<file path="src/design/circular_fifo_queue_unit_assert.svh">
// ----------------------------------------------------------------------------
// circular_fifo_queue_unit assertion macros
// concurrent assertion helpers clocked on aclk, disabled while aresetn is low
// ----------------------------------------------------------------------------
`ifndef CIRCULAR_FIFO_QUEUE_UNIT_ASSERT_SVH
`define CIRCULAR_FIFO_QUEUE_UNIT_ASSERT_SVH

// invariant that holds at every clock edge out of reset
`define CFQ_ASSERT_ALWAYS(lbl, cond, msg) \
    lbl: assert property (@(posedge aclk) disable iff (!aresetn) (cond)) else $error(msg);

// consequence that holds in the cycle after the antecedent
`define CFQ_ASSERT_NEXT(lbl, pre, post, msg) \
    lbl: assert property (@(posedge aclk) disable iff (!aresetn) (pre) |=> (post)) \
        else $error(msg);

`endif

</file>
<file path="src/design/cfq_pkg.sv">
// ----------------------------------------------------------------------------
// cfq_pkg
// shared types and constants of the circular fifo queue unit
// ----------------------------------------------------------------------------
`timescale 1ns / 1ps

package cfq_pkg;

    // default queue depth in words
    localparam int unsigned DEPTH_DEFAULT = 16;

    // field widths
    localparam int unsigned WORD_W   = 32;
    localparam int unsigned OPCODE_W = 2;
    localparam int unsigned STATUS_W = 2;
    localparam int unsigned OCC_W    = 5;

    // stream payload widths, padded to whole bytes
    localparam int unsigned S_TDATA_W = 40;
    localparam int unsigned M_TDATA_W = 40;

    // request opcodes
    typedef enum logic [OPCODE_W-1:0] {
        OP_ENQ  = 2'd0,
        OP_DEQ  = 2'd1,
        OP_PEEK = 2'd2
    } opcode_t;

    // result status codes
    typedef enum logic [STATUS_W-1:0] {
        ST_OK    = 2'd0,
        ST_FULL  = 2'd1,
        ST_EMPTY = 2'd2
    } status_t;

endpackage

</file>
<file path="src/design/cfq_ram.sv">
// ----------------------------------------------------------------------------
// cfq_ram
// generic single-clock ram, one write port and one read port, registered read
// ----------------------------------------------------------------------------
`timescale 1ns / 1ps

module cfq_ram #(
    parameter int unsigned WIDTH = 32,
    parameter int unsigned DEPTH = 16,
    localparam int unsigned AW   = (DEPTH > 1) ? $clog2(DEPTH) : 1
) (
    input  logic             aclk,
    input  logic             wr_en,
    input  logic [AW-1:0]    wr_addr,
    input  logic [WIDTH-1:0] wr_data,
    input  logic             rd_en,
    input  logic [AW-1:0]    rd_addr,
    output logic [WIDTH-1:0] rd_data
);

    logic [WIDTH-1:0] mem [DEPTH];
    logic [WIDTH-1:0] rd_data_reg;

    // write port
    always_ff @(posedge aclk) begin
        if (wr_en) begin
            mem[wr_addr] <= wr_data;
        end
    end

    // read port, data holds while rd_en is low
    always_ff @(posedge aclk) begin
        if (rd_en) begin
            rd_data_reg <= mem[rd_addr];
        end
    end

    assign rd_data = rd_data_reg;

endmodule

</file>
<file path="src/design/circular_fifo_queue_unit.sv">
// ----------------------------------------------------------------------------
// circular_fifo_queue_unit
// circular fifo of signed 32-bit words driven by an opcode request stream
// ----------------------------------------------------------------------------
// usage
//   the s_ channel carries requests: enqueue, dequeue or peek at head.
//   the m_ channel returns exactly one result per request, in order:
//   status, head word (dequeue/peek hits only, else zero), occupancy after
//   the request and an empty flag.
//   a request passes through the middle stage and then the output register,
//   which drives m_tvalid. the head/count update and the slot ram access
//   happen at the request edge; the ram's registered read is loaded into
//   the output register when the result leaves the middle stage.
//   one request per cycle while the receiver does not stall; the slot ram
//   sees at most one access per request, so a write and a read never collide.
//   reset (aresetn low, synchronous) empties the queue: head and count go
//   to zero and both the middle stage and the output register drop valid.
//   s_tready stays low while aresetn is low.
//   slot contents are not cleared; only written slots are ever read.
//   when the receiver stalls, the result holds in the output register, one
//   more request sits in the middle stage, then s_tready drops.
// ----------------------------------------------------------------------------
`timescale 1ns / 1ps

module circular_fifo_queue_unit #(
    parameter int unsigned DEPTH = cfq_pkg::DEPTH_DEFAULT
) (
    input  logic                           aclk,
    input  logic                           aresetn,
    // request channel
    input  logic                           s_tvalid,
    output logic                           s_tready,
    // opcode [1:0], data_in [33:2], zero pad [39:34]
    input  logic [cfq_pkg::S_TDATA_W-1:0]  s_tdata,
    // result channel
    output logic                           m_tvalid,
    input  logic                           m_tready,
    // status [1:0], data_out [33:2], occupancy [38:34], is_empty [39]
    output logic [cfq_pkg::M_TDATA_W-1:0]  m_tdata
);

    localparam int unsigned AW = (DEPTH > 1) ? $clog2(DEPTH) : 1;
    localparam int unsigned CW = $clog2(DEPTH + 1);
    localparam int unsigned SW = AW + 1;

    // queue state
    logic [AW-1:0]             head_reg, head_next;
    logic [CW-1:0]             count_reg, count_next;

    // middle stage: result waiting on the ram read
    logic                      p_valid_reg, p_valid_next;
    logic                      p_read_reg, p_read_next;
    cfq_pkg::status_t          p_status_reg, p_status_next;
    logic [cfq_pkg::OCC_W-1:0] p_occ_reg, p_occ_next;
    logic                      p_empty_reg, p_empty_next;

    // output register
    logic                      out_valid_reg, out_valid_next;
    cfq_pkg::status_t          out_status_reg, out_status_next;
    logic [cfq_pkg::WORD_W-1:0] out_data_reg, out_data_next;
    logic [cfq_pkg::OCC_W-1:0] out_occ_reg, out_occ_next;
    logic                      out_empty_reg, out_empty_next;

    // handshake and ram control
    logic                      s_accept;
    logic                      out_free;
    logic                      p_move;
    logic                      p_stall;
    cfq_pkg::opcode_t          req_op;
    logic [cfq_pkg::WORD_W-1:0] req_word;
    logic [SW-1:0]             tail_sum;
    logic [AW-1:0]             tail_idx;
    logic                      is_full;
    logic                      is_void;
    logic                      ram_wr_en;
    logic                      ram_rd_en;
    logic [cfq_pkg::WORD_W-1:0] ram_rd_data;

    // request fields
    assign req_op   = cfq_pkg::opcode_t'(s_tdata[cfq_pkg::OPCODE_W-1:0]);
    assign req_word = s_tdata[cfq_pkg::OPCODE_W +: cfq_pkg::WORD_W];

    // pipeline flow
    assign out_free = !out_valid_reg || m_tready;
    assign p_move   = p_valid_reg && out_free;
    assign p_stall  = p_valid_reg && p_read_reg && !out_free;
    assign s_tready = aresetn && (!p_valid_reg || out_free);
    assign s_accept = s_tvalid && s_tready;

    // tail slot: head plus count, wrapped with one compare and subtract
    assign tail_sum = SW'(head_reg) + SW'(count_reg);
    assign tail_idx = (tail_sum >= SW'(DEPTH)) ? AW'(tail_sum - SW'(DEPTH))
                                               : AW'(tail_sum);
    assign is_full  = (count_reg == CW'(DEPTH));
    assign is_void  = (count_reg == '0);

    // request decode, queue update and middle stage load
    always_comb begin
        head_next     = head_reg;
        count_next    = count_reg;
        ram_wr_en     = 1'b0;
        ram_rd_en     = 1'b0;
        p_valid_next  = p_valid_reg;
        p_read_next   = p_read_reg;
        p_status_next = p_status_reg;
        p_occ_next    = p_occ_reg;
        p_empty_next  = p_empty_reg;

        if (p_move) begin
            p_valid_next = 1'b0;
        end

        if (s_accept) begin
            p_valid_next  = 1'b1;
            p_read_next   = 1'b0;
            p_status_next = cfq_pkg::ST_OK;
            case (req_op)
                cfq_pkg::OP_ENQ: begin
                    if (is_full) begin
                        p_status_next = cfq_pkg::ST_FULL;
                    end else begin
                        ram_wr_en  = 1'b1;
                        count_next = count_reg + 1'b1;
                    end
                end
                cfq_pkg::OP_DEQ: begin
                    if (is_void) begin
                        p_status_next = cfq_pkg::ST_EMPTY;
                    end else begin
                        ram_rd_en   = 1'b1;
                        p_read_next = 1'b1;
                        count_next  = count_reg - 1'b1;
                        head_next   = (head_reg == AW'(DEPTH - 1)) ? '0 : head_reg + 1'b1;
                    end
                end
                cfq_pkg::OP_PEEK: begin
                    if (is_void) begin
                        p_status_next = cfq_pkg::ST_EMPTY;
                    end else begin
                        ram_rd_en   = 1'b1;
                        p_read_next = 1'b1;
                    end
                end
                default: begin
                    // unused opcode leaves the queue alone
                end
            endcase
            p_occ_next   = cfq_pkg::OCC_W'(count_next);
            p_empty_next = (count_next == '0);
        end
    end

    // output register load
    always_comb begin
        out_valid_next  = out_valid_reg;
        out_status_next = out_status_reg;
        out_data_next   = out_data_reg;
        out_occ_next    = out_occ_reg;
        out_empty_next  = out_empty_reg;
        if (out_valid_reg && m_tready) begin
            out_valid_next = 1'b0;
        end
        if (p_move) begin
            out_valid_next  = 1'b1;
            out_status_next = p_status_reg;
            out_data_next   = p_read_reg ? ram_rd_data : '0;
            out_occ_next    = p_occ_reg;
            out_empty_next  = p_empty_reg;
        end
    end

    // control registers
    always_ff @(posedge aclk) begin
        if (!aresetn) begin
            head_reg      <= '0;
            count_reg     <= '0;
            p_valid_reg   <= 1'b0;
            out_valid_reg <= 1'b0;
        end else begin
            head_reg      <= head_next;
            count_reg     <= count_next;
            p_valid_reg   <= p_valid_next;
            out_valid_reg <= out_valid_next;
        end
    end

    // payload registers
    always_ff @(posedge aclk) begin
        p_read_reg     <= p_read_next;
        p_status_reg   <= p_status_next;
        p_occ_reg      <= p_occ_next;
        p_empty_reg    <= p_empty_next;
        out_status_reg <= out_status_next;
        out_data_reg   <= out_data_next;
        out_occ_reg    <= out_occ_next;
        out_empty_reg  <= out_empty_next;
    end

    // slot storage
    cfq_ram #(
        .WIDTH (cfq_pkg::WORD_W),
        .DEPTH (DEPTH)
    ) u_slot_ram (
        .aclk    (aclk),
        .wr_en   (ram_wr_en),
        .wr_addr (tail_idx),
        .wr_data (req_word),
        .rd_en   (ram_rd_en),
        .rd_addr (head_reg),
        .rd_data (ram_rd_data)
    );

    // result channel
    assign m_tvalid = out_valid_reg;
    assign m_tdata  = {out_empty_reg, out_occ_reg, out_data_reg, out_status_reg};

    // checks
    `include "circular_fifo_queue_unit_assert.svh"

    `CFQ_ASSERT_ALWAYS(a_count_bound, count_reg <= CW'(DEPTH), "word count above depth")
    `CFQ_ASSERT_ALWAYS(a_head_bound, SW'(head_reg) < SW'(DEPTH), "head index out of range")
    `CFQ_ASSERT_ALWAYS(a_ram_one_access, !(ram_wr_en && ram_rd_en), "slot write and read")
    `CFQ_ASSERT_NEXT(a_enq_count, ram_wr_en, count_reg == $past(count_reg) + 1'b1, "no count step")
    `CFQ_ASSERT_NEXT(a_read_hold, p_stall, $stable(ram_rd_data), "head word lost during stall")

endmodule

</file>
<file path="config.mk">
export PLATFORM = sky130hd
export DESIGN_NAME = circular_fifo_queue_unit
export DESIGN_NICKNAME = d
export VERILOG_FILES = /design/src/design/cfq_pkg.sv /design/src/design/cfq_ram.sv /design/src/design/circular_fifo_queue_unit.sv
export VERILOG_INCLUDE_DIRS = /design/src /design/src/design
export SDC_FILE = /design/constraint.sdc
export NUM_CORES = 1
export LEC_CHECK = 0
export ABC_AREA = 1
export BUFFER_PORTS_ARGS = -buffer_cell sky130_fd_sc_hd__buf_2
export CORE_ASPECT_RATIO = 0.8
export CORE_MARGIN = 2
export CORE_UTILIZATION = 50
export CTS_CLUSTER_SIZE = 25
export DETAILED_ROUTE_END_ITERATION = 8
export PLACE_DENSITY = 0.67
export SLEW_MARGIN = 20
export SYNTH_ARGS = -nofsm -noshare
export SYNTH_HDL_FRONTEND = slang
export SYNTH_HIERARCHICAL = 1
export SYNTH_SLANG_ARGS = --single-unit
export TNS_END_PERCENT = 20
</file>
<file path="constraint.sdc">
create_clock -name aclk -period 3.1 [get_ports aclk]
set_clock_uncertainty 0.05 [all_clocks]
set_input_delay 0.31 -clock aclk [delete_from_list [all_inputs] [get_ports aclk]]
set_output_delay 0.31 -clock aclk [all_outputs]
set_load 0.1 [all_outputs]
</file>
==> qor.log, run 1 <==
qor: timing.layout_worst_path_cycle_share 86.8%
qor: die.floorplan.die.width 258 µm
qor: clock_network.holdBufCountCts 16
qor: critical_path.critical_path_class register to register
qor: final_layout.fillers 4,235
qor: global_routing.grt_usage 21.8%
qor: drt.drt_drc_violations_left 0
qor: drt.dr.first_iter.drc_count 1,620
qor: timing.report.final.slew_viol_count 0
qor: critical_path.crit_required 3.41 ns
qor: final_layout.max_reg_flops 512
qor: synthesis.synthesis.nets 2,439
qor: clock_network.cts.sinks 604
qor: die.floorplan.initialDensity 50.6%
qor: drt.routed-wl-met3 4.24 mm
qor: hold_path.worst_hold_path.endpoint u_slot_ram/mem[13][1]
qor: critical_path.timing.rr.end u_slot_ram/rd_data[6]
qor: power.sw_frac_of_total 21.4%
qor: synthesis.ys_types 28
qor: timing.fmax 0.371 GHz
qor: synthesis.netlist_area 0.0257 mm²
qor: critical_path.cpPeakStageDelay 0.80 ns
qor: hold_path.min_path_cells 1
qor: timing.tightest_slew 1.08 ns
qor: placed_design.detailed_place_hpwl 30.2 mm
qor: power.combPwrFrac 4.2%
qor: drt.wl_per_cell 18.0 µm
qor: synthesis.yosys_warnings 6
qor: critical_path.crit_chain buf_12 > buf_4 > nand2_1 > nand3_1 > nand3_1 > nand3_1 > nand2_1
qor: power.p_leak 12.2 nW
qor: drt.wirelength_met1 25.4 mm
qor: clock_network.cts_setup_buffers 0
qor: drt.route.detailed.vias_per_inst 5.14
qor: clock_network.clock_latency_at_the_later_pin_of_the_worst_skew_pair 0.62 ns
qor: hold_path.launch_instance_of_the_worst_min_delay_path s_tdata[3]
qor: clock_network.cts_resized 0
qor: critical_path.critPathMaxFanout 185
qor: critical_path.timing.critical_path.depth 7
qor: critical_path.worstPathArrival 3.01 ns
qor: die.die_h 207 µm
qor: critical_path.timing.reg2reg.worst_path_depth 7
qor: drt.topRoutingLayerUsed met5
qor: timing.max-slew-margin-rel 28.0%
qor: hold_path.hold_path.class input pin to register
qor: global_routing.grt_first_pass_wirelength 89.0 mm
qor: critical_path.timing.critical_path.from_type register
qor: critical_path.cp-end-kind register
qor: critical_path.worst_r2r_startpoint head_reg[0]
qor: timing.whs 0.0223 ns
qor: power.p_int 13.0 mW
qor: power.p_switching 3.54 mW
qor: final_layout.growth_of_design_area_from_synthesis_to_finish 12.9%
qor: timing.hold_viol_final 0
qor: timing.finalSetupViolCount 0
qor: flow_run.max-cap-violations 0
qor: clock_network.clockRootBuffer sky130_fd_sc_hd__clkbuf_16
qor: synthesis.postSynthAreaPerCell 10.8 µm²
qor: power.powerDensity 569 mW/mm²
qor: critical_path.critPathLaunch head_reg[0]
qor: clock_network.max-clock-path-buffers 3
qor: drt.postRouteAntennaNets 0
qor: global_routing.global_route_congestion_overflow_total 0
qor: global_routing.grt_max_degree 186
qor: die.io_pins 86
qor: drt.vias 16,503
qor: final_layout.final_cell_mix sky130_fd_sc_hd__nand2_1, sky130_fd_sc_hd__edfxtp_1, sky130_fd_sc_hd__inv_1
qor: die.fp.dieArea 0.0533 mm²
qor: synthesis.synth_sequential_area_ratio 70.0%
qor: clock_network.htreeDepth 2
qor: final_layout.most_frequent_standard_cell_in_the_layout_excluding_fill_and_tap_cells sky130_fd_sc_hd__nand2_1
qor: clock_network.clk_pin_slew_worst_paths 0.06 ns
qor: critical_path.cp_common_cell sky130_fd_sc_hd__nand3_1
qor: final_layout.number_of_nets_in_the_layout 2,536
qor: critical_path.crit_path_top_delay_cell sky130_fd_sc_hd__buf_4
qor: drt.final_routed_wirelength 57.7 mm
qor: synthesis.gate_count_after_technology_mapping 2,385
qor: placed_design.gpl.final_weighted_congestion 0.765
qor: critical_path.critical_path_buf_inv_count 2
qor: clock_network.tritoncts built
qor: power.power_frac_clock 41.1%
qor: drt.firstDrtPassIters 5
qor: synthesis.synth_seq_cells 604
qor: timing.period_needed 2.69 ns
qor: final_layout.layout-drive-gt1-share 9.81%
qor: power.power_frac_seq 54.7%
qor: timing.grt_setup_unrepaired no
qor: drt.route.met2.wl 26.8 mm
qor: critical_path.setup.reg_to_reg.worst_slack 0.41 ns
qor: global_routing.grt_antenna_before_repair 3
qor: critical_path.worst_path_dominant_cell_family buffers and inverters
qor: clock_network.number_of_cts_inserted_buffers 58
qor: placed_design.portBuffers 79
qor: die.std_cell_rows 74
qor: die.design.core.area 0.0509 mm²
qor: global_routing.grt_pass1_vias 15,722
qor: timing.fin_setup_tns 0 ns
qor: run_status.run_status finished, final reports clean
qor: power.vdd_drop_max 0.571 mV
synthesized netlist by cell type (all sizes together):
cell | count | area [µm²]
fa | 1 | 20.0
dfxtp | 11 | 220
nor2 | 35 | 144
o21ai | 5 | 25.0
buf | 96 | 686
clkbuf | 17 | 63.8
edfxtp | 593 | 17800
nand4 | 3 | 18.8
xnor2 | 4 | 35.0
nand3 | 413 | 2080
nor3b | 1 | 7.51
nand2 | 737 | 2770
nand3b | 3 | 22.5
ha | 9 | 113
a22oi | 1 | 7.51
a21oi | 8 | 40.0
inv | 448 | 1680
cell type report:
class	count	area, µm²	share of cell area [%]
Timing Repair Buffer	150	1240	4.28
Tap cell	684	856	2.94
Clock buffer	70	1520	5.22
Sequential cell	604	18000	62.1
Inverter	448	1690	5.82
Clock inverter	35	289	0.994
Antenna cell	1	2.50	0.00861
Multi-Input combinational cell	1220	5430	18.7
stage by stage:
stage                     worst slack, ns  util, %  cells  instance area, µm²  power [mW]
after floorplan                    -0.383        -   2385               25700        9.67
after CTS                           0.350     57.1   3211               29100        16.7
after detailed placement            0.366     53.2   3090               27100        9.91
after global routing                0.194     57.1   3211               29100        17.1
after global placement              0.382     53.2   3090               27100        9.89
final                               0.408     57.1   3212               29100        16.5
cell families (layout without fill, tap and decap cells):
kind of cell | Yosys count | after routing | share of synthesized area, %
flops | 604 | 604 | 70.0
simple gates | 1192 | 1192 | 19.6
compound gates | 14 | 14 | 0.282
xor+xnor | 4 | 4 | 0.136
buf+inv | 561 | 703 | 9.45
other cells | 0 | 1 | 0
fa+ha+maj | 10 | 10 | 0.515
per-layer routing:
layer  vias to the layer above  GRT usage (%)
li1                       7917              -
met1                      7952           30.4
met2                       557           35.8
met3                        75           3.41
met4                         2           6.67
met5                         -              0
how the worst max path moves through the flow:
stage	end
final	u_slot_ram/rd_data[6]
after global routing	u_slot_ram/rd_data[6]
after CTS	u_slot_ram/rd_data[6]
after detailed placement	u_slot_ram/rd_data[6]
after global placement	u_slot_ram/rd_data[6]
after floorplan	u_slot_ram/mem[12][0]
power by group through the flow:
stage,Sequential (mW),Clock [mW],Combinational (mW)
after floorplan,9.34,0,0.329
after global placement,9.23,0,0.662
after detailed placement,9.23,0,0.679
after CTS,9.06,6.92,0.698
after global routing,9.06,7.26,0.766
final,9.06,6.80,0.692
No activity file was read; power rests on OpenSTA's default activity.
==> inputs of run 2 (changes only) <==
--- a/config.mk
+++ b/config.mk
@@ -13,7 +13,7 @@
 export CORE_UTILIZATION = 50
 export CTS_CLUSTER_SIZE = 25
 export DETAILED_ROUTE_END_ITERATION = 8
-export PLACE_DENSITY = 0.67
+export PLACE_DENSITY = 0.64
 export SLEW_MARGIN = 20
 export SYNTH_ARGS = -nofsm -noshare
 export SYNTH_HDL_FRONTEND = slang
==> constraint.sdc (replaced) <==
create_clock -name aclk -period 3.11 [get_ports aclk]
set_clock_uncertainty 0.05 [all_clocks]
set_input_delay 0.311 -clock aclk [delete_from_list [all_inputs] [get_ports aclk]]
set_output_delay 0.311 -clock aclk [all_outputs]
set_load 0.1 [all_outputs]
==> qor.log, run 2 (same netlist as run 1, synthesis figures left out) <==
qor: critical_path.worst_path_dominant_cell_family simple AND/OR/NAND/NOR gates
qor: timing.max-slew-margin-rel 30.0% [+2.0 points]
qor: timing.report.final.slew_viol_count 0 [unchanged]
qor: final_layout.max_reg_flops 512 [unchanged]
qor: final_layout.growth_of_design_area_from_synthesis_to_finish 11.7%
qor: clock_network.clock_latency_at_the_later_pin_of_the_worst_skew_pair 0.62 ns [about the same]
qor: placed_design.gpl.final_weighted_congestion 0.811 [+6.0%]
qor: final_layout.layout-drive-gt1-share 9.47% [-0.34 points]
qor: timing.finalSetupViolCount 0 [unchanged]
qor: clock_network.cts.sinks 604 [unchanged]
qor: power.p_leak 12.1 nW [-0.96%]
qor: placed_design.place_inst 3,090 [unchanged]
qor: timing.fmax 0.346 GHz [-7.0%]
qor: clock_network.number_of_cts_inserted_buffers 58 [unchanged]
qor: run_status.run_status finished, final reports clean
qor: clock_network.clk_pin_slew_worst_paths 0.06 ns [about the same]
qor: drt.route.detailed.vias_per_inst 5.13 [-0.24%]
qor: critical_path.crit_required 3.36 ns [-0.05 ns]
qor: drt.postRouteAntennaNets 0 [unchanged]
qor: power.vdd_drop_max 0.403 mV [-30%]
qor: die.die_h 207 µm [unchanged]
qor: die.fp.dieArea 0.0533 mm² [unchanged]
qor: clock_network.htreeDepth 2 [unchanged]
qor: critical_path.cp-end-kind register
qor: critical_path.crit_path_top_delay_cell sky130_fd_sc_hd__dfxtp_1
qor: final_layout.finalNonFillerCells 3,198 [-0.44%]
qor: final_layout.fillers 4,239 [+0.094%]
qor: placed_design.portBuffers 79 [unchanged]
qor: clock_network.max-clock-path-buffers 3 [unchanged]
qor: timing.tightest_slew 1.05 ns [-0.0299 ns]
qor: critical_path.crit_chain inv_1 > ha_1 > nand3_2 > nand2_1 > nor2_2 > nand3b_1 > nor2_4 > buf_12
qor: die.std_cell_rows 74 [unchanged]
qor: critical_path.cpPeakStageDelay 0.47 ns [-0.33 ns]
qor: die.floorplan.initialDensity 50.6% [unchanged]
qor: critical_path.critical_path_class register to register
qor: final_layout.area_occupied_by_multi_input_gates 0.00543 mm² [about the same]
qor: drt.drt_drc_violations_left 0 [unchanged]
qor: power.powerDensity 564 mW/mm² [-0.98%]
qor: global_routing.global_route_congestion_overflow_total 0 [unchanged]
qor: flow_run.max-cap-violations 0 [unchanged]
qor: timing.period_needed 2.89 ns [+0.202 ns]
qor: drt.dr.first_iter.drc_count 1,317 [-19%]
qor: global_routing.grt_first_pass_wirelength 90.2 mm [+1.4%]
qor: drt.final_routed_wirelength 58.3 mm [+1.0%]
qor: global_routing.grt_antenna_before_repair 3 [unchanged]
qor: placed_design.detailed_place_hpwl 31.4 mm [+3.9%]
qor: clock_network.tritoncts built
qor: critical_path.critical_path_buf_inv_count 2 [unchanged]
qor: critical_path.critPathMaxFanout 19 [-90%]
qor: clock_network.clockRootBuffer sky130_fd_sc_hd__clkbuf_16
qor: die.io_pins 86 [unchanged]
qor: timing.layout_worst_path_cycle_share 93.0% [+6.2 points]
qor: final_layout.seqCellArea 0.0180 mm² [about the same]
qor: critical_path.timing.critical_path.from_type register
qor: placed_design.place_area 0.0270 mm² [-0.41%]
qor: global_routing.grt_usage 22.1% [+0.30 points]
qor: drt.firstDrtPassIters 5 [unchanged]
qor: final_layout.most_frequent_standard_cell_in_the_layout_excluding_fill_and_tap_cells sky130_fd_sc_hd__nand2_1
qor: global_routing.grt_max_degree 129 [-31%]
qor: final_layout.postLayoutCellArea 0.0288 mm² [-1.1%]
qor: drt.wl_per_cell 18.2 µm [+1.5%]
qor: critical_path.worstPathArrival 3.15 ns [+0.14 ns]
qor: hold_path.hold_path.class input pin to register
qor: die.design.core.area 0.0509 mm² [unchanged]
qor: timing.fin_setup_tns 0 ns [unchanged]
qor: global_routing.grt_pass1_vias 15,884 [+1.0%]
qor: timing.hold_viol_final 0 [unchanged]
qor: drt.vias 16,391 [-0.68%]
qor: power.fin_total_pwr 16.2 mW [-2.0%]
qor: final_layout.number_of_nets_in_the_layout 2,524 [-0.47%]
qor: die.floorplan.die.width 258 µm [unchanged]
qor: final_layout.final_cell_mix sky130_fd_sc_hd__nand2_1, sky130_fd_sc_hd__edfxtp_1, sky130_fd_sc_hd__inv_1
qor: timing.grt_setup_unrepaired no
[run 2: cell count changes in the layout (fill, tap and decap cells not counted), sizes merged]
cell / delta
inv: -3
bufinv: -3
dlygate4sd3: -13
clkbuf: +5
buf: +1
clkinv: -1
[run 2: area by class of cell]
type	instances	area share, %
Clock buffer	75	5.49
Tap cell	684	2.98
Clock inverter	28	0.513
Antenna cell	1	0.00870
Sequential cell	604	62.7
Multi-Input combinational cell	1220	18.9
Inverter	448	5.88
Timing Repair Buffer	138	3.51
[run 2: final timing paths]
| kind | start | end | slack (ns) | cells past startpoint |
|---|---|---|---|---|
| setup / recovery | count_reg[1] | u_slot_ram/mem[11][14] | 0.22 | 8 |
| setup reg to reg | count_reg[1] | u_slot_ram/mem[11][14] | 0.22 | 8 |
| hold / removal | s_tdata[3] | u_slot_ram/mem[4][1] | 0.03 | 1 |
| hold reg to reg | p_occ_reg[0] | out_occ_reg[0] | 0.37 | 0 |
[run 2: where the power goes]
part	leakage (nW)	switching (mW)	internal [mW]
Combinational	5.84	0.526	0.156
Clock	0.840	2.88	3.62
Sequential	5.44	0.0266	9.00
[run 2: timing repair]
item | 4_1_cts | 5_1_grt
setup endpoints to repair | 0 | 34
endpoints found under the hold margin | 10 | 0
hold buffers | 3 | 0
buffers inserted | 0 | 1
resized for setup | 0 | 1
[run 2: stage by stage]
step | setup WS, ns | hold WS, ns | util (%)
global route | 0.116 | 0.0237 | 56.5
CTS | 0.0913 | 0.000980 | 56.4
floorplan | -0.373 | 0.350 | -
finish | 0.216 | 0.0266 | 56.5
global placement | 0.241 | 0.353 | 53.0
detailed placement | 0.138 | 0.355 | 53.0
[run 2: layer usage]
metal  global-route usage [%]  vias up  part of all wire [%]  wire, µm
met3                     3.46       99                   6.4      3760
met2                     36.9      525                    47     27400
li1                         -     7873                     -         -
met1                     30.3     7892                    44     25900
met5                        0        -                 0.014         8
met4                     6.77        2                   2.1      1200
